<file path="config.mk">
export PLATFORM = sky130hd
export DESIGN_NAME = serial_command_line_parser_flat
export DESIGN_NICKNAME = d
export VERILOG_FILES = /design/src/sv/scp_pkg.sv /design/src/sv/scp_if.sv /design/src/sv/scp_step.sv /design/src/sv/serial_command_line_parser.sv /design/src/flat_wrapper.sv
export SDC_FILE = /design/constraint.sdc
export NUM_CORES = 1
export LEC_CHECK = 0
export ABC_AREA = 1
export BUFFER_PORTS_ARGS = -buffer_cell sky130_fd_sc_hd__buf_2
export CAP_MARGIN = 20
export CORE_UTILIZATION = 29
export CTS_CLUSTER_SIZE = 14
export DETAILED_ROUTE_END_ITERATION = 10
export SYNTH_ARGS = -nofsm -noshare
export SYNTH_HDL_FRONTEND = slang
export SYNTH_SLANG_ARGS = --single-unit
</file>
<file path="constraint.sdc">
create_clock -name clock -period 4.05 [get_ports clock]
set_input_delay 0.6075 -clock clock [delete_from_list [all_inputs] [get_ports clock]]
set_output_delay 0.6075 -clock clock [all_outputs]
set_load 0.01 [all_outputs]
</file>
<file path="src/sv/scp_pkg.sv">
// Shared types, character codes and digit decode for the command line parser.
package scp_pkg;

   localparam int VALUE_WIDTH_DEFAULT = 16;
   localparam int OUT_WIDTH           = 16;
   localparam int DEC_BASE            = 10;
   localparam int HEX_SHIFT           = 4;

   localparam logic [7:0] CHAR_NUL   = 8'h00;
   localparam logic [7:0] CHAR_SPACE = 8'h20;
   localparam logic [7:0] CHAR_DASH  = 8'h2d;
   localparam logic [7:0] CHAR_ZERO  = 8'h30;
   localparam logic [7:0] CHAR_R     = 8'h72;
   localparam logic [7:0] CHAR_W     = 8'h77;
   localparam logic [7:0] CHAR_X     = 8'h78;

   typedef enum logic [3:0] {
      PH_START,
      PH_LETTER,
      PH_SP1,
      PH_N1_ZERO,
      PH_N1_ZEROX,
      PH_N1_DIGS,
      PH_SP2,
      PH_DASH,
      PH_N2_ZERO,
      PH_N2_ZEROX,
      PH_N2_DIGS,
      PH_DONE,
      PH_DEAD
   } phase_type;

   typedef enum logic [2:0] {
      KIND_READ_BYTE  = 3'd0,
      KIND_READ_COUNT = 3'd1,
      KIND_READ_RANGE = 3'd2,
      KIND_WRITE_BYTE = 3'd3,
      KIND_UNKNOWN    = 3'd4
   } kind_type;

   typedef struct packed {
      phase_type phase;
      logic      is_write;
      logic      hex_mode;
      kind_type  kind;
   } ctrl_type;

   typedef struct packed {
      kind_type                kind;
      logic [OUT_WIDTH-1:0]    first_value;
      logic [OUT_WIDTH-1:0]    second_value;
   } result_type;

   localparam ctrl_type CTRL_RESET = '{
      phase:    PH_START,
      is_write: 1'b0,
      hex_mode: 1'b0,
      kind:     KIND_UNKNOWN
   };

   // Bit 4 flags a digit, bits 3:0 carry its value.
   function automatic logic [4:0] digit_decode(input logic [7:0] c, input logic hex);
      logic [4:0] dig;
      dig = 5'd0;
      if (c inside {[8'h30:8'h39]}) begin
         dig = {1'b1, c[3:0]};
      end else if (hex && (c inside {[8'h61:8'h66], [8'h41:8'h46]})) begin
         dig = {1'b1, c[3:0] + 4'd9};
      end
      return dig;
   endfunction

endpackage

</file>
<file path="src/sv/scp_if.sv">
// Valid/ready channel interfaces for command characters and parse results.
interface scp_req_if;
   logic       valid;
   logic       ready;
   logic [7:0] char_code;

   modport source (output valid, output char_code, input ready);
   modport sink   (input valid, input char_code, output ready);
endinterface

interface scp_rsp_if;
   logic        valid;
   logic        ready;
   logic [2:0]  command_kind;
   logic [15:0] first_value;
   logic [15:0] second_value;

   modport source (output valid, output command_kind, output first_value,
                   output second_value, input ready);
   modport sink   (input valid, input command_kind, input first_value,
                   input second_value, output ready);
endinterface

</file>
<file path="src/sv/scp_step.sv">
// Per-character grammar step: next parser state and the result on NUL.
module scp_step #(
   parameter int VALUE_WIDTH = scp_pkg::VALUE_WIDTH_DEFAULT
) (
   input  logic [7:0]             char_code,
   input  scp_pkg::ctrl_type      ctrl_cur,
   input  logic [VALUE_WIDTH-1:0] acc_cur,
   input  logic [VALUE_WIDTH-1:0] hold_cur,
   output scp_pkg::ctrl_type      ctrl_nxt,
   output logic [VALUE_WIDTH-1:0] acc_nxt,
   output logic [VALUE_WIDTH-1:0] hold_nxt,
   output logic                   res_valid,
   output scp_pkg::result_type    res
);

   logic [4:0]             dig_dec;
   logic [4:0]             dig_any;
   logic [VALUE_WIDTH-1:0] scaled;
   logic [VALUE_WIDTH-1:0] acc_added;
   logic                   is_zero;
   logic                   is_nonzero;
   logic                   begun;
   logic [VALUE_WIDTH-1:0] acc_start;
   scp_pkg::phase_type     end_first_phase;

   always_comb begin
      dig_dec    = scp_pkg::digit_decode(char_code, 1'b0);
      dig_any    = scp_pkg::digit_decode(char_code, ctrl_cur.hex_mode);
      scaled     = ctrl_cur.hex_mode ? (acc_cur << scp_pkg::HEX_SHIFT)
                                     : acc_cur * VALUE_WIDTH'(scp_pkg::DEC_BASE);
      acc_added  = scaled + VALUE_WIDTH'(dig_any[3:0]);
      is_zero    = (char_code == scp_pkg::CHAR_ZERO);
      is_nonzero = (char_code inside {[8'h31:8'h39]});
      begun      = is_zero || is_nonzero;
      acc_start  = is_nonzero ? VALUE_WIDTH'(char_code[3:0]) : '0;
      if (char_code == scp_pkg::CHAR_SPACE) begin
         end_first_phase = scp_pkg::PH_SP2;
      end else if (char_code == scp_pkg::CHAR_DASH && !ctrl_cur.is_write) begin
         end_first_phase = scp_pkg::PH_DASH;
      end else begin
         end_first_phase = scp_pkg::PH_DEAD;
      end
   end

   always_comb begin
      ctrl_nxt             = ctrl_cur;
      acc_nxt              = acc_cur;
      hold_nxt             = hold_cur;
      res_valid            = 1'b0;
      res.kind             = scp_pkg::KIND_UNKNOWN;
      res.first_value      = '0;
      res.second_value     = '0;

      if (char_code == scp_pkg::CHAR_NUL) begin
         // End of line: emit the beat and return to the start of a command.
         res_valid = 1'b1;
         case (ctrl_cur.phase)
            scp_pkg::PH_N1_ZERO, scp_pkg::PH_N1_DIGS: begin
               if (!ctrl_cur.is_write) begin
                  res.kind        = scp_pkg::KIND_READ_BYTE;
                  res.first_value = scp_pkg::OUT_WIDTH'(acc_cur);
               end
            end
            scp_pkg::PH_N2_ZERO, scp_pkg::PH_N2_ZEROX, scp_pkg::PH_N2_DIGS,
            scp_pkg::PH_DONE: begin
               res.kind         = ctrl_cur.kind;
               res.first_value  = scp_pkg::OUT_WIDTH'(hold_cur);
               res.second_value = scp_pkg::OUT_WIDTH'(acc_cur);
            end
            default: begin
            end
         endcase
         ctrl_nxt = scp_pkg::CTRL_RESET;
         acc_nxt  = '0;
         hold_nxt = '0;
      end else begin
         case (ctrl_cur.phase)
            scp_pkg::PH_START: begin
               if (char_code == scp_pkg::CHAR_R || char_code == scp_pkg::CHAR_W) begin
                  ctrl_nxt.is_write = (char_code == scp_pkg::CHAR_W);
                  ctrl_nxt.phase    = scp_pkg::PH_LETTER;
               end else begin
                  ctrl_nxt.phase = scp_pkg::PH_DEAD;
               end
            end
            scp_pkg::PH_LETTER: begin
               ctrl_nxt.phase = (char_code == scp_pkg::CHAR_SPACE) ? scp_pkg::PH_SP1
                                                                    : scp_pkg::PH_DEAD;
            end
            scp_pkg::PH_SP1: begin
               if (begun) begin
                  ctrl_nxt.phase    = is_zero ? scp_pkg::PH_N1_ZERO : scp_pkg::PH_N1_DIGS;
                  ctrl_nxt.hex_mode = 1'b0;
                  acc_nxt           = acc_start;
               end else if (char_code != scp_pkg::CHAR_SPACE) begin
                  ctrl_nxt.phase = scp_pkg::PH_DEAD;
               end
            end
            scp_pkg::PH_N1_ZERO: begin
               if (char_code == scp_pkg::CHAR_X) begin
                  ctrl_nxt.phase = scp_pkg::PH_N1_ZEROX;
               end else if (dig_dec[4]) begin
                  acc_nxt        = VALUE_WIDTH'(dig_dec[3:0]);
                  ctrl_nxt.phase = scp_pkg::PH_N1_DIGS;
               end else begin
                  hold_nxt       = acc_cur;
                  ctrl_nxt.phase = end_first_phase;
               end
            end
            scp_pkg::PH_N1_ZEROX: begin
               if (dig_any[4] || scp_pkg::digit_decode(char_code, 1'b1) != 5'd0) begin
                  ctrl_nxt.hex_mode = 1'b1;
                  acc_nxt           = VALUE_WIDTH'(scp_pkg::digit_decode(char_code, 1'b1)
                                                   & 5'h0f);
                  ctrl_nxt.phase    = scp_pkg::PH_N1_DIGS;
               end else begin
                  ctrl_nxt.phase = scp_pkg::PH_DEAD;
               end
            end
            scp_pkg::PH_N1_DIGS: begin
               if (dig_any[4]) begin
                  acc_nxt = acc_added;
               end else begin
                  hold_nxt       = acc_cur;
                  ctrl_nxt.phase = end_first_phase;
               end
            end
            scp_pkg::PH_SP2: begin
               if (begun) begin
                  ctrl_nxt.phase    = is_zero ? scp_pkg::PH_N2_ZERO : scp_pkg::PH_N2_DIGS;
                  ctrl_nxt.hex_mode = 1'b0;
                  ctrl_nxt.kind     = ctrl_cur.is_write ? scp_pkg::KIND_WRITE_BYTE
                                                        : scp_pkg::KIND_READ_COUNT;
                  acc_nxt           = acc_start;
               end else if (char_code != scp_pkg::CHAR_SPACE) begin
                  ctrl_nxt.phase = scp_pkg::PH_DEAD;
               end
            end
            scp_pkg::PH_DASH: begin
               if (begun) begin
                  ctrl_nxt.phase    = is_zero ? scp_pkg::PH_N2_ZERO : scp_pkg::PH_N2_DIGS;
                  ctrl_nxt.hex_mode = 1'b0;
                  ctrl_nxt.kind     = scp_pkg::KIND_READ_RANGE;
                  acc_nxt           = acc_start;
               end else begin
                  ctrl_nxt.phase = scp_pkg::PH_DEAD;
               end
            end
            scp_pkg::PH_N2_ZERO: begin
               if (char_code == scp_pkg::CHAR_X) begin
                  ctrl_nxt.phase = scp_pkg::PH_N2_ZEROX;
               end else if (dig_dec[4]) begin
                  acc_nxt        = VALUE_WIDTH'(dig_dec[3:0]);
                  ctrl_nxt.phase = scp_pkg::PH_N2_DIGS;
               end else begin
                  ctrl_nxt.phase = scp_pkg::PH_DONE;
               end
            end
            scp_pkg::PH_N2_ZEROX: begin
               if (scp_pkg::digit_decode(char_code, 1'b1) != 5'd0) begin
                  ctrl_nxt.hex_mode = 1'b1;
                  acc_nxt           = VALUE_WIDTH'(scp_pkg::digit_decode(char_code, 1'b1)
                                                   & 5'h0f);
                  ctrl_nxt.phase    = scp_pkg::PH_N2_DIGS;
               end else begin
                  ctrl_nxt.phase = scp_pkg::PH_DONE;
               end
            end
            scp_pkg::PH_N2_DIGS: begin
               if (dig_any[4]) begin
                  acc_nxt = acc_added;
               end else begin
                  ctrl_nxt.phase = scp_pkg::PH_DONE;
               end
            end
            scp_pkg::PH_DONE: begin
            end
            default: begin
               ctrl_nxt.phase = scp_pkg::PH_DEAD;
            end
         endcase
      end
   end

endmodule

</file>
<file path="src/sv/serial_command_line_parser.sv">
// Streaming command line parser: character register, grammar step, two-entry result queue.
//
// One character is taken per clock cycle, back to back. Each accepted character is held in
// the input register, where the grammar step updates the parser state; a NUL character
// completes the command and its result beat is pushed into a two-entry output queue, so
// rsp_chan.valid rises once that beat is registered in the queue. The queue lets the input
// keep flowing while one result waits; the input stalls only when both entries are full
// and the consumer takes neither. Numbers accumulate over VALUE_WIDTH bits and leave as
// their low 16 bits, zero extended when VALUE_WIDTH is below 16.
module serial_command_line_parser #(
   parameter int VALUE_WIDTH = scp_pkg::VALUE_WIDTH_DEFAULT
) (
   input logic       clock,
   input logic       reset,
   scp_req_if.sink   req_chan,
   scp_rsp_if.source rsp_chan
);

   logic                   in_valid_ff;
   logic                   in_valid_in;
   logic [7:0]             in_char_ff;
   scp_pkg::ctrl_type      ctrl_ff;
   scp_pkg::ctrl_type      ctrl_in;
   logic [VALUE_WIDTH-1:0] acc_ff;
   logic [VALUE_WIDTH-1:0] acc_in;
   logic [VALUE_WIDTH-1:0] hold_ff;
   logic [VALUE_WIDTH-1:0] hold_in;

   logic                   step_res_valid;
   scp_pkg::result_type    step_res;

   scp_pkg::result_type    queue_ff [2];
   logic                   wr_ptr_ff;
   logic                   rd_ptr_ff;
   logic [1:0]             count_ff;
   logic [1:0]             count_in;

   logic                   req_fire;
   logic                   step_fire;
   logic                   push;
   logic                   pop;

   scp_step #(
      .VALUE_WIDTH (VALUE_WIDTH)
   ) u_step (
      .char_code (in_char_ff),
      .ctrl_cur  (ctrl_ff),
      .acc_cur   (acc_ff),
      .hold_cur  (hold_ff),
      .ctrl_nxt  (ctrl_in),
      .acc_nxt   (acc_in),
      .hold_nxt  (hold_in),
      .res_valid (step_res_valid),
      .res       (step_res)
   );

   // Advance the held character only when the queue can take a beat.
   assign pop       = rsp_chan.valid && rsp_chan.ready;
   assign step_fire = in_valid_ff && (count_ff != 2'd2 || pop);
   assign push      = step_fire && step_res_valid;
   assign req_chan.ready = !in_valid_ff || step_fire;
   assign req_fire  = req_chan.valid && req_chan.ready;

   always_comb begin
      in_valid_in = in_valid_ff;
      if (req_fire) begin
         in_valid_in = 1'b1;
      end else if (step_fire) begin
         in_valid_in = 1'b0;
      end
      count_in = count_ff + 2'(push) - 2'(pop);
   end

   always_ff @(posedge clock) begin
      if (reset) begin
         in_valid_ff <= 1'b0;
         ctrl_ff     <= scp_pkg::CTRL_RESET;
         acc_ff      <= '0;
         hold_ff     <= '0;
         wr_ptr_ff   <= 1'b0;
         rd_ptr_ff   <= 1'b0;
         count_ff    <= 2'd0;
      end else begin
         in_valid_ff <= in_valid_in;
         count_ff    <= count_in;
         if (step_fire) begin
            ctrl_ff <= ctrl_in;
            acc_ff  <= acc_in;
            hold_ff <= hold_in;
         end
         if (push) begin
            wr_ptr_ff <= !wr_ptr_ff;
         end
         if (pop) begin
            rd_ptr_ff <= !rd_ptr_ff;
         end
      end
   end

   always_ff @(posedge clock) begin
      if (req_fire) begin
         in_char_ff <= req_chan.char_code;
      end
      if (push) begin
         queue_ff[wr_ptr_ff] <= step_res;
      end
   end

   assign rsp_chan.valid        = (count_ff != 2'd0);
   assign rsp_chan.command_kind = queue_ff[rd_ptr_ff].kind;
   assign rsp_chan.first_value  = queue_ff[rd_ptr_ff].first_value;
   assign rsp_chan.second_value = queue_ff[rd_ptr_ff].second_value;

   a_count_bound: assert property (@(posedge clock) disable iff (reset)
      count_ff <= 2'd2)
      else $error("result queue count out of range");

   a_no_overflow: assert property (@(posedge clock) disable iff (reset)
      push |-> (count_ff != 2'd2 || pop))
      else $error("result beat pushed into a full queue");

   a_push_on_nul: assert property (@(posedge clock) disable iff (reset)
      push |-> (in_char_ff == scp_pkg::CHAR_NUL))
      else $error("result beat from a non-terminating character");

   a_restart_after_nul: assert property (@(posedge clock) disable iff (reset)
      (step_fire && in_char_ff == scp_pkg::CHAR_NUL) |=>
         (ctrl_ff.phase == scp_pkg::PH_START && acc_ff == '0))
      else $error("parser did not return to start after end of line");

   a_reset_clears: assert property (@(posedge clock)
      $past(reset) |-> (!in_valid_ff && count_ff == 2'd0 &&
                        ctrl_ff.phase == scp_pkg::PH_START))
      else $error("control state not cleared by reset");

endmodule
</file>
<file path="src/flat_wrapper.sv">
// flat-port wrapper written by rule: the top's interface ports become plain ports
module serial_command_line_parser_flat 
#(
   parameter int VALUE_WIDTH = scp_pkg::VALUE_WIDTH_DEFAULT
)
  (clock, reset, req_chan_valid, req_chan_char_code, req_chan_ready, rsp_chan_valid, rsp_chan_command_kind, rsp_chan_first_value, rsp_chan_second_value, rsp_chan_ready);
  scp_req_if req_chan_i ();
  scp_rsp_if rsp_chan_i ();
  input logic clock;
  input logic reset;
  input wire logic [$bits(req_chan_i.valid)-1:0] req_chan_valid;
  input wire logic [$bits(req_chan_i.char_code)-1:0] req_chan_char_code;
  output wire logic [$bits(req_chan_i.ready)-1:0] req_chan_ready;
  output wire logic [$bits(rsp_chan_i.valid)-1:0] rsp_chan_valid;
  output wire logic [$bits(rsp_chan_i.command_kind)-1:0] rsp_chan_command_kind;
  output wire logic [$bits(rsp_chan_i.first_value)-1:0] rsp_chan_first_value;
  output wire logic [$bits(rsp_chan_i.second_value)-1:0] rsp_chan_second_value;
  input wire logic [$bits(rsp_chan_i.ready)-1:0] rsp_chan_ready;
  assign req_chan_i.valid = req_chan_valid;
  assign req_chan_i.char_code = req_chan_char_code;
  assign req_chan_ready = req_chan_i.ready;
  assign rsp_chan_valid = rsp_chan_i.valid;
  assign rsp_chan_command_kind = rsp_chan_i.command_kind;
  assign rsp_chan_first_value = rsp_chan_i.first_value;
  assign rsp_chan_second_value = rsp_chan_i.second_value;
  assign rsp_chan_i.ready = rsp_chan_ready;
  serial_command_line_parser #(.VALUE_WIDTH(VALUE_WIDTH)) u_core (.clock(clock), .reset(reset), .req_chan(req_chan_i), .rsp_chan(rsp_chan_i));
endmodule
</file>
==> flow_metrics.env, run 1 <==
export IMPL_timing_slew_headroom_pct=44.3
export IMPL_globalRouteTotalUtil_pct=12.7
export IMPL_clkPwrFrac_pct=45.5
export IMPL_first_pass_iters=5
export IMPL_switchingPower_w=0.000762
export IMPL_final_period_utilization_pct=89.9
export IMPL_final_area_sq_mm=0.00832
export IMPL_grt_pass1_vias=5229
export IMPL_pwr_share_comb_pct=8.6
export IMPL_rsz0062_at_grt="false"
export IMPL_synth_nets=873
export IMPL_grt_pass1_wl_um=26000
export IMPL_root_buffer="clkbuf_16"
export IMPL_dp_hpwl_um=11300
export IMPL_num_antenna_cells=0
export IMPL_finalSetupTns_ns=0
export IMPL_grt_overflow=0
export IMPL_core_sq_mm=0.0242
export IMPL_die_y_um=159
export IMPL_drtAntennaViolNets=0
export IMPL_hold_path_class="input port to register"
export IMPL_cts_tree="built"
export IMPL_critPathMaxFanout=5
export IMPL_status="finished, final reports clean"
export IMPL_crit_path_top_delay_cell="edfxtp_1"
export IMPL_synthCells=826
export IMPL_clkSinkCount=125
export IMPL_postPlaceCellArea_sq_mm=0.00773
export IMPL_synth_ff_type="edfxtp_1"
export IMPL_endpoint_kind="register"
export IMPL_io_buffer_count=48
export IMPL_ios=49
export IMPL_start_util_pct=29.6
export IMPL_die_width_um=159
export IMPL_fin_crit_ns=3.64
export IMPL_startpoint_type="register"
export IMPL_yosysWarnings=0
export IMPL_path_clk_slew_ns=0.06
export IMPL_clockBufferDepth=2
export IMPL_synth_top_area_share_pct=32.7
export IMPL_syn_to_final_growth_pct=16.2
export IMPL_top_usage_layer="met2"
export IMPL_wl_per_cell_um=13.1
export IMPL_synth_area_leader_cell="edfxtp_1"
export IMPL_vias_per_cell=4.68
export IMPL_dieArea_sq_mm=0.0253
export IMPL_drt_iter0_drc=309
export IMPL_setup_viol=0
export IMPL_path_class="register to register"
export IMPL_met2_usage_pct=20.0
export IMPL_netlist_area_sq_mm=0.00717
export IMPL_slew_viol_final=0
export IMPL_syn_area_per_cell_sq_um=8.68
export IMPL_worstMarginPinSlew_ns=0.836
export IMPL_finClkSkew_ns=0.0109
export IMPL_final_hold_viol_count=0
export IMPL_via_count=5679
export IMPL_gr_usage_met3_pct=2.53
export IMPL_synth_cell_types=46
export IMPL_postCtsHoldBufs=0
export IMPL_wl_um=15800
export IMPL_critical_path_max_stage_delay_ns=0.44
export IMPL_cp_data_arrival_time_ns=3.90
export IMPL_p_seq_share_pct=45.9
export IMPL_ys_top_cells_by_area="edfxtp_1 (33%), dfxtp_1 (13%), nand2_1 (8.2%), ha_1 (5.8%), mux2_2 (5.5%)"
export IMPL_met1_usage_pct=16.8
export IMPL_p_int_w=0.00224
export IMPL_cellPowerDensity_mw_per_mm2=360
export IMPL_drive_gt1_share_pct=19.7
export IMPL_place_gp_congestion=0.880
export IMPL_synth_seq_area_share_pct=45.8
export IMPL_synth_edf_count=78
export IMPL_cap_viol_max_count=0
export IMPL_remaining_drc_errors=0
export IMPL_cp_num_buf_inv=4
export IMPL_htree_levels=4
export IMPL_cp_cell_sequence="inv_2 -> ha_1 -> inv_1 -> nand2_1 -> nor2_1 -> nor3_2 -> nand3_1 -> nand2_1 -> nand2_1 -> inv_1 -> ha_1 -> inv_1 -> fa_1 -> o21bai_1 -> nand3_1 -> nor2_2 -> nand3_2 -> nor2_2 -> nand2_1 -> nor2_1 -> nand4_1 -> nand3_1 -> a21oi_1"
export IMPL_p_sw_share_pct=25.4
export IMPL_cpMostUsedCell="nand2_1"
export IMPL_clkLatencyLatePin_ns=0.42
export IMPL_fp_row_count=57
export IMPL_fmaxAchievable_mhz=275
export IMPL_async_reset_ff_share_pct=0
export IMPL_cp_top_family="simple AND/OR/NAND/NOR gates"
export IMPL_nets=923
export IMPL_cts_buffers=17
export IMPL_synth_seq_cells=125
export IMPL_grt_max_degree=39
export IMPL_p_leak_nw=3.17
export IMPL_antenna_found_initial=0
export IMPL_worstPathRequired_ns=4.31
export IMPL_peakVddDrop_mv=0.293
-- cells in the final DEF, fill, tap and decap left out, types with 6 or more instances in the layout --
cell / instances
buf_2: 48
inv_2: 8
edfxtp_1: 78
or2_2: 8
nand4_1: 14
nor3_1: 7
nor2_1: 82
nand2_1: 157
nand2_2: 6
a211oi_1: 11
a21oi_1: 59
buf_4: 11
inv_1: 98
dfxtp_1: 47
nand3_1: 52
mux2_2: 35
o32ai_1: 16
o21ai_0: 30
clkbuf_16: 17
nor2_2: 6
ha_1: 33
-- metal layers --
metal / vias to the layer above / part of all wire, % / wire, um
li1: 2933 / - / -
met1: 2617 / 50 / 7920
met2: 113 / 45 / 7100
met3: 16 / 3.7 / 590
met4: 0 / 1.5 / 235
met5: - / 0 / 0
-- Yosys cell counts, types with 4 or more instances --
master and instances:
nand3b_1 4, nand3_1 53, ha_1 33, buf_4 4, a21oi_1 59, inv_2 7
or2_2 8, nand4_1 14, mux2_2 35, nand2_2 6, a211oi_2 5, o21ai_2 4
o21ai_0 30, dfxtp_1 47, clkbuf_1 15, nor2_1 86, nand2_1 157, edfxtp_1 78
o32ai_1 16, buf_1 4, inv_1 99, a211oi_1 11, nor3_1 9
-- power by group through the flow --
stage | Combinational [W] | Clock, W | Sequential (W)
2_1_floorplan | 0.000198 | 0 | 0.00140
4_1_cts | 0.000256 | 0.00139 | 0.00138
3_5_place_dp | 0.000254 | 0 | 0.00140
3_3_place_gp | 0.000254 | 0 | 0.00140
6_report | 0.000258 | 0.00136 | 0.00138
5_1_grt | 0.000288 | 0.00144 | 0.00138
-- cell families (layout without fill, tap and decap cells) --
kind of cell               after synthesis  in the layout  share of synthesized area [%]
muxes                                   35             35                           5.50
xor gates and xnor gates                 5              5                          0.611
DFF                                    125            125                           45.8
adders and majority gates               35             35                           6.32
and+or+nand+nor                        348            348                           21.5
AOI/OAI and AO/OA                      144            144                           12.8
buffers and inverters                  134            197                           7.49
-- flip-flops by register name, indices dropped and copies added (netlist names), named ones only --
signal              count
u_core.queue_ff        70
u_core.ctrl_ff          9
u_core.count_ff         2
u_core.acc_ff          16
u_core.wr_ptr_ff        1
u_core.in_char_ff       8
u_core.rd_ptr_ff        1
u_core.in_valid_ff      1
u_core.hold_ff         16
-- worst paths after layout --
kind | startpoint | end | slack, ns | cells past startpoint
setup reg to reg | u_core.in_char_ff[1] | u_core.acc_ff[15] | 0.41 | 23
hold / removal | req_chan_char_code[5] | u_core.in_char_ff[5] | 0.36 | 1
setup / recovery | u_core.in_char_ff[1] | u_core.acc_ff[15] | 0.41 | 23
hold reg to reg | u_core.rd_ptr_ff | u_core.rd_ptr_ff | 0.45 | 1
-- metrics by stage --
| step | util (%) | worst slack (ns) | total power, W | hold slack [ns] | instances |
|---|---|---|---|---|---|
| global placement | 31.9 | 0.328 | 0.00166 | 0.435 | 1177 |
| detailed placement | 31.9 | 0.269 | 0.00166 | 0.447 | 1177 |
| floorplan | - | 0.636 | 0.00159 | 0.426 | 826 |
| global route | 34.3 | 0.0114 | 0.00311 | 0.339 | 1213 |
| CTS | 34.1 | 0.246 | 0.00302 | 0.343 | 1209 |
| finish | 34.3 | 0.408 | 0.00300 | 0.357 | 1213 |
-- timing repair --
| item | 4_1_cts | 5_1_grt |
|---|---|---|
| buffers inserted | 0 | 4 |
| resized for setup | 0 | 6 |
| setup endpoints to repair | 0 | 4 |
-- layout make-up --
type	instances	area, sq um
clock buffers	17	425
inverters	106	398
multi-input cells	567	3380
fillers	2475	15900
well taps	324	405
repair buffers	59	323
clock inverters	15	114
flip-flops and latches	125	3280
Power figures use the tool's default switching activity.
==> run 2, diff against run 1 <==
--- a/config.mk
+++ b/config.mk
@@ -8,9 +8,12 @@
 export ABC_AREA = 1
 export BUFFER_PORTS_ARGS = -buffer_cell sky130_fd_sc_hd__buf_2
 export CAP_MARGIN = 20
+export CORE_ASPECT_RATIO = 1.2
+export CORE_MARGIN = 5
 export CORE_UTILIZATION = 29
 export CTS_CLUSTER_SIZE = 14
 export DETAILED_ROUTE_END_ITERATION = 10
+export SKIP_LAST_GASP = 1
 export SYNTH_ARGS = -nofsm -noshare
 export SYNTH_HDL_FRONTEND = slang
 export SYNTH_SLANG_ARGS = --single-unit
==> run 2 against run 1 <==
Die area grew 10%. Combinational power is essentially flat. Via count shrank 0.46%. Clock skew shrank 0.0031 ns. First-iteration DRC count grew 11%. Critical endpoint is now u_core.acc_ff[13]. Largest cell class unchanged.
==> flow_metrics.env, run 2 (synthesized netlist as in run 1, its figures left out) <==
export IMPL_multi_input_area_sq_mm=0.00336
export IMPL_path_class="register to register"
export IMPL_grt_max_degree=38
export IMPL_die_y_um=182
export IMPL_drive_gt1_share_pct=18.9
export IMPL_p_leak_nw=3.22
export IMPL_setup_viol=0
export IMPL_grt_pass1_wl_um=27400
export IMPL_cap_viol_max_count=0
export IMPL_postPlaceCellArea_sq_mm=0.00776
export IMPL_largest_register_ffs=70
export IMPL_final_period_utilization_pct=90.5
export IMPL_vias_per_cell=4.66
export IMPL_p_sw_share_pct=23.2
export IMPL_antenna_found_initial=1
export IMPL_clkSinkCount=125
export IMPL_critPathMaxFanout=8
export IMPL_globalRouteTotalUtil_pct=11.6
export IMPL_reg_top3="u_core.queue_ff x70, u_core.acc_ff x16, u_core.hold_ff x16"
export IMPL_clkPwrFrac_pct=48.9
export IMPL_fin_crit_ns=3.66
export IMPL_clockBufferDepth=2
export IMPL_cts_tree="built"
export IMPL_drtAntennaViolNets=0
export IMPL_ios=49
export IMPL_worstMarginPinSlew_ns=0.824
export IMPL_place_gp_congestion=0.869
export IMPL_htree_levels=4
export IMPL_first_pass_iters=5
export IMPL_final_hold_viol_count=0
export IMPL_worstPathRequired_ns=4.34
export IMPL_core_sq_mm=0.0245
export IMPL_drt_iter0_drc=342
export IMPL_finClkSkew_ns=0.00772
export IMPL_grt_pass1_vias=5588
export IMPL_remaining_drc_errors=0
export IMPL_io_buffer_count=48
export IMPL_top_register="u_core.queue_ff"
export IMPL_startpoint_type="register"
export IMPL_cellPowerDensity_mw_per_mm2=381
export IMPL_pwr_share_comb_pct=8.1
export IMPL_syn_to_final_growth_pct=17.1
export IMPL_switchingPower_w=0.000742
export IMPL_num_antenna_cells=0
export IMPL_seq_area_sq_mm=0.00328
export IMPL_hold_path_class="input port to register"
export IMPL_via_count=5653
export IMPL_fmaxAchievable_mhz=273
export IMPL_status="finished, final reports clean"
export IMPL_dp_hpwl_um=12000
export IMPL_setup_ws_ns=0.386
export IMPL_wl_per_cell_um=13.2
export IMPL_layout_common_cells="nand2_1 (157), inv_1 (99), nor2_1 (84)"
export IMPL_fillers=2519
export IMPL_mostFrequentLayoutCell="nand2_1"
export IMPL_nets=922
export IMPL_die_width_um=153
export IMPL_slew_viol_final=0
export IMPL_rsz0062_at_grt="true"
export IMPL_timing_slew_headroom_pct=45.0
export IMPL_root_buffer="clkbuf_16"
export IMPL_post_place_ws_ns=0.279
export IMPL_dieArea_sq_mm=0.0280
export IMPL_cp_data_arrival_time_ns=3.96
export IMPL_p_seq_share_pct=43.0
export IMPL_cts_buffers=17
export IMPL_endpoint_kind="register"
export IMPL_peakVddDrop_mv=0.276
export IMPL_grt_overflow=0
export IMPL_final_area_sq_mm=0.00839
export IMPL_p_int_w=0.00246
export IMPL_path_clk_slew_ns=0.06
export IMPL_postCtsHoldBufs=0
export IMPL_wl_um=16100
export IMPL_start_util_pct=29.2
export IMPL_fp_row_count=63
export IMPL_clkLatencyLatePin_ns=0.41
## run 2: changes by cell type in the layout (fill, tap and decap cells not counted), sizes merged
cell / previous run / this run
clkinvlp: 5 / 2
clkinv: 6 / 5
clkbuf: 17 / 20
bufinv: 0 / 3
inv: 110 / 108
buf: 59 / 58
## run 2: critical path: stages (launching register included)
cell,delay [ns]
edfxtp_1,0.43
inv_1,0.17
ha_1,0.23
o21ai_2,0.09
a21oi_4,0.25
inv_2,0.12
o21ai_0,0.23
nand2_1,0.07
inv_1,0.06
ha_1,0.15
inv_1,0.05
fa_1,0.40
o21bai_1,0.19
nand3_1,0.10
nor2_1,0.16
nand3_1,0.14
nor3_1,0.28
nand2_1,0.10
o21ai_0,0.16
nand2_1,0.06
nand2_1,0.05
a21oi_1,0.05
## run 2: repair_timing
item / 4_1_cts / 5_1_grt
setup buffers: 0 / 2
setup endpoints to repair: 0 / 2
endpoints found under the hold margin: 0 / 0
resized for setup: 0 / 1
## run 2: path summary, 6_finish.rpt
| path | slack (ns) | from | end | cells past startpoint |
|---|---|---|---|---|
| max | 0.39 | u_core.in_char_ff[1] | u_core.acc_ff[13] | 21 |
| min | 0.37 | req_chan_char_code[5] | u_core.in_char_ff[5] | 1 |
| max reg2reg | 0.39 | u_core.in_char_ff[1] | u_core.acc_ff[13] | 21 |
| min reg2reg | 0.46 | u_core.rd_ptr_ff | u_core.rd_ptr_ff | 1 |
## run 2: per-stage QoR
stage          total power, W  instances  hold WS (ns)  utilization (%)  TNS, ns
6_report              0.00320       1213         0.366             34.2        0
3_5_place_dp          0.00166       1179         0.450             31.6        0
5_1_grt               0.00332       1213         0.359             34.2  -0.0474
4_1_cts               0.00323       1211         0.352             34.2        0
3_3_place_gp          0.00166       1179         0.437             31.6        0
2_1_floorplan         0.00159        826         0.426                -        0
## run 2: per-layer routing
layer	vias up	wire length (um)	track usage, %
met5	-	20	0
met4	2	280	3.78
met3	21	531	2.02
met2	87	7830	20.0
met1	2620	7390	14.8
li1	2923	-	-
## run 2: power groups by stage
stage | Clock, W | Sequential (W) | Combinational, W
floorplan | 0 | 0.00140 | 0.000198
global placement | 0 | 0.00140 | 0.000257
detailed placement | 0 | 0.00140 | 0.000258
CTS | 0.00159 | 0.00138 | 0.000259
global route | 0.00165 | 0.00138 | 0.000292
finish | 0.00156 | 0.00138 | 0.000260
## run 2: cell type report
| type | instances | share of cell area [%] |
|---|---|---|
| well taps | 325 | 4.84 |
| repair buffers | 58 | 3.91 |
| clock inverters | 12 | 1.92 |
| flip-flops and latches | 125 | 39.1 |
| clock buffers | 20 | 5.44 |
| multi-input cells | 567 | 40.0 |
| inverters | 106 | 4.74 |
==> run 3, diff against run 2 <==
--- a/config.mk
+++ b/config.mk
@@ -13,6 +13,7 @@
 export CORE_UTILIZATION = 29
 export CTS_CLUSTER_SIZE = 14
 export DETAILED_ROUTE_END_ITERATION = 10
+export RECOVER_POWER = 25
 export SKIP_LAST_GASP = 1
 export SYNTH_ARGS = -nofsm -noshare
 export SYNTH_HDL_FRONTEND = slang
==> run 3 against run 2 <==
The run now ends with capacitance limit, slew limit left. Worst hold slack about the same. Clock-buffer cell count unchanged. First-iteration DRC count decreased by 0.88%. Core utilization shrank 0.087 points. Routed wire length rose by 0.34%. Design area fell by 0.25%. Worst setup slack got worse by 0.0047 ns. Flip-flop and latch count unchanged. Total power about the same. Register-to-register slack about the same. Non-clock buffer count stayed put. Global-route usage stayed put. Critical path type unchanged.
==> flow_metrics.env, run 3 (synthesized netlist as in run 1, its figures left out) <==
export IMPL_status="finished, violations left"
export IMPL_violations="capacitance limit, slew limit"
export IMPL_start_util_pct=29.2
export IMPL_nets=922
export IMPL_ios=49
export IMPL_dp_cells=1179
export IMPL_io_buffer_count=48
export IMPL_rsz0062_at_grt="true"
export IMPL_clkLatencyLatePin_ns=0.41
export IMPL_num_antenna_cells=0
export IMPL_mostFrequentLayoutCell="nand2_1"
export IMPL_top_register="u_core.queue_ff"
export IMPL_crit_path_top_delay_cell="edfxtp_1"
export IMPL_hold_path_class="input port to register"
export IMPL_place_gp_congestion=0.869
export IMPL_wl_per_cell_um=13.3
export IMPL_reg_top3="u_core.queue_ff x70, u_core.acc_ff x16, u_core.hold_ff x16"
export IMPL_largest_register_ffs=70
export IMPL_critPathMaxFanout=8
export IMPL_post_route_util_pct=34.2
export IMPL_instances_no_fill=1213
export IMPL_globalRouteTotalUtil_pct=11.6
export IMPL_root_buffer="clkbuf_16"
export IMPL_die_y_um=182
export IMPL_postCtsHoldBufs=0
export IMPL_core_sq_mm=0.0245
export IMPL_cellPowerDensity_mw_per_mm2=382
export IMPL_dp_hpwl_um=12000
export IMPL_layout_common_cells="nand2_1 (158), inv_1 (100), nor2_1 (85)"
export IMPL_finClkSkew_ns=0.00727
export IMPL_die_width_um=153
export IMPL_critical_path_max_stage_delay_ns=0.43
export IMPL_wl_um=16100
export IMPL_final_period_utilization_pct=90.6
export IMPL_p_seq_share_pct=43.0
export IMPL_cp_cell_sequence="inv_1 -> ha_1 -> o21ai_2 -> a21oi_4 -> inv_2 -> o21ai_0 -> nand2_1 -> inv_1 -> ha_1 -> inv_1 -> fa_1 -> o21bai_1 -> nand3_1 -> nor2_1 -> nand3_1 -> nor3_1 -> nand2_1 -> o21ai_0 -> nand2_1 -> nand2_1 -> a21oi_1"
export IMPL_grt_pass1_wl_um=27400
export IMPL_total_power_w=0.00320
export IMPL_grt_pass1_vias=5588
export IMPL_grt_overflow=0
export IMPL_clkSinkCount=125
export IMPL_cp_data_arrival_time_ns=3.96
export IMPL_htree_levels=4
export IMPL_clockBufferDepth=2
export IMPL_syn_to_final_growth_pct=16.9
export IMPL_path_clk_slew_ns=0.06
export IMPL_endpoint_kind="register"
export IMPL_slew_viol_final=37
export IMPL_p_sw_share_pct=23.2
export IMPL_via_count=5675
export IMPL_peakVddDrop_mv=0.275
export IMPL_worstMarginPinSlew_ns=1.54
export IMPL_cts_buffers=17
export IMPL_fp_row_count=63
export IMPL_first_pass_iters=6
export IMPL_drtAntennaViolNets=0
export IMPL_vias_per_cell=4.68
export IMPL_startpoint_type="register"
export IMPL_cap_viol_max_count=1
export IMPL_timing_slew_headroom_pct=-2.86
export IMPL_pwr_share_comb_pct=8.1
export IMPL_setup_viol=0
export IMPL_fin_crit_ns=3.67
export IMPL_grt_max_degree=38
export IMPL_antenna_found_initial=1
export IMPL_switchingPower_w=0.000741
export IMPL_cts_tree="built"
export IMPL_path_class="register to register"
export IMPL_drt_iter0_drc=339
export IMPL_remaining_drc_errors=0
export IMPL_clkPwrFrac_pct=48.9
export IMPL_drive_gt1_share_pct=18.0
export IMPL_fmaxAchievable_mhz=273
export IMPL_p_int_w=0.00246
export IMPL_p_leak_nw=3.20
export IMPL_cpMostUsedCell="nand2_1"
export IMPL_worstPathRequired_ns=4.34
export IMPL_final_hold_viol_count=0
export IMPL_dieArea_sq_mm=0.0280
==> run 3: changes by cell type in the layout (fill, tap and decap cells not counted), sizes merged <==
cell and change:
clkbuf +5, buf -5
==> run 3: final timing paths <==
kind,cells after the start,start,slack [ns],endpoint
setup / recovery,21,u_core.in_char_ff[1],0.38,u_core.acc_ff[13]
setup reg to reg,21,u_core.in_char_ff[1],0.38,u_core.acc_ff[13]
hold / removal,1,req_chan_char_code[5],0.37,u_core.in_char_ff[5]
hold reg to reg,1,u_core.rd_ptr_ff,0.46,u_core.rd_ptr_ff
==> run 3: per-stage QoR <==
step	area [sq um]	hold slack (ns)	worst slack, ns	setup TNS (ns)
2_1_floorplan	7170	0.426	0.636	0
3_3_place_gp	7760	0.437	0.338	0
3_5_place_dp	7760	0.450	0.279	0
4_1_cts	8370	0.352	0.253	0
5_1_grt	8370	0.359	-0.0294	-0.0474
6_report	8370	0.366	0.381	0
==> run 3: area by class of cell <==
class / instances / area, sq um
Fill cell: 2523 / 16100
Clock buffer: 20 / 457
Multi-Input combinational cell: 567 / 3350
Timing Repair Buffer: 58 / 317
Sequential cell: 125 / 3280
Clock inverter: 12 / 161
Inverter: 106 / 398
Tap cell: 325 / 407
==> run 3: timing repair <==
| action | in CTS | in global routing |
|---|---|---|
| setup endpoints to repair | 0 | 2 |
| buffers inserted | 0 | 2 |
| hold endpoints to repair | 0 | 0 |
| resized for setup | 0 | 1 |
==> run 3: metal layers <==
layer	wire [um]	GRT usage (%)
met5	20	0
met1	7330	14.8
met3	600	2.02
met2	7880	20.0
met4	280	3.78
==> run 3: power by group through the flow <==
stage	combinational (W)	sequential [W]	clock, W
2_1_floorplan	0.000198	0.00140	0
3_3_place_gp	0.000257	0.00140	0
3_5_place_dp	0.000258	0.00140	0
4_1_cts	0.000259	0.00138	0.00159
5_1_grt	0.000290	0.00138	0.00165
6_report	0.000258	0.00138	0.00156
==> run 3: critical path, delay by kind of cell (launching register included) <==
kind | cells | cell delay [ns]
flip-flops | 1 | 0.43
adder cells (fa/ha/maj) | 3 | 0.78
AND/OR/NAND/NOR | 8 | 0.96
AO/OA/AOI/OAI | 6 | 0.98
buffers and inverters | 4 | 0.40
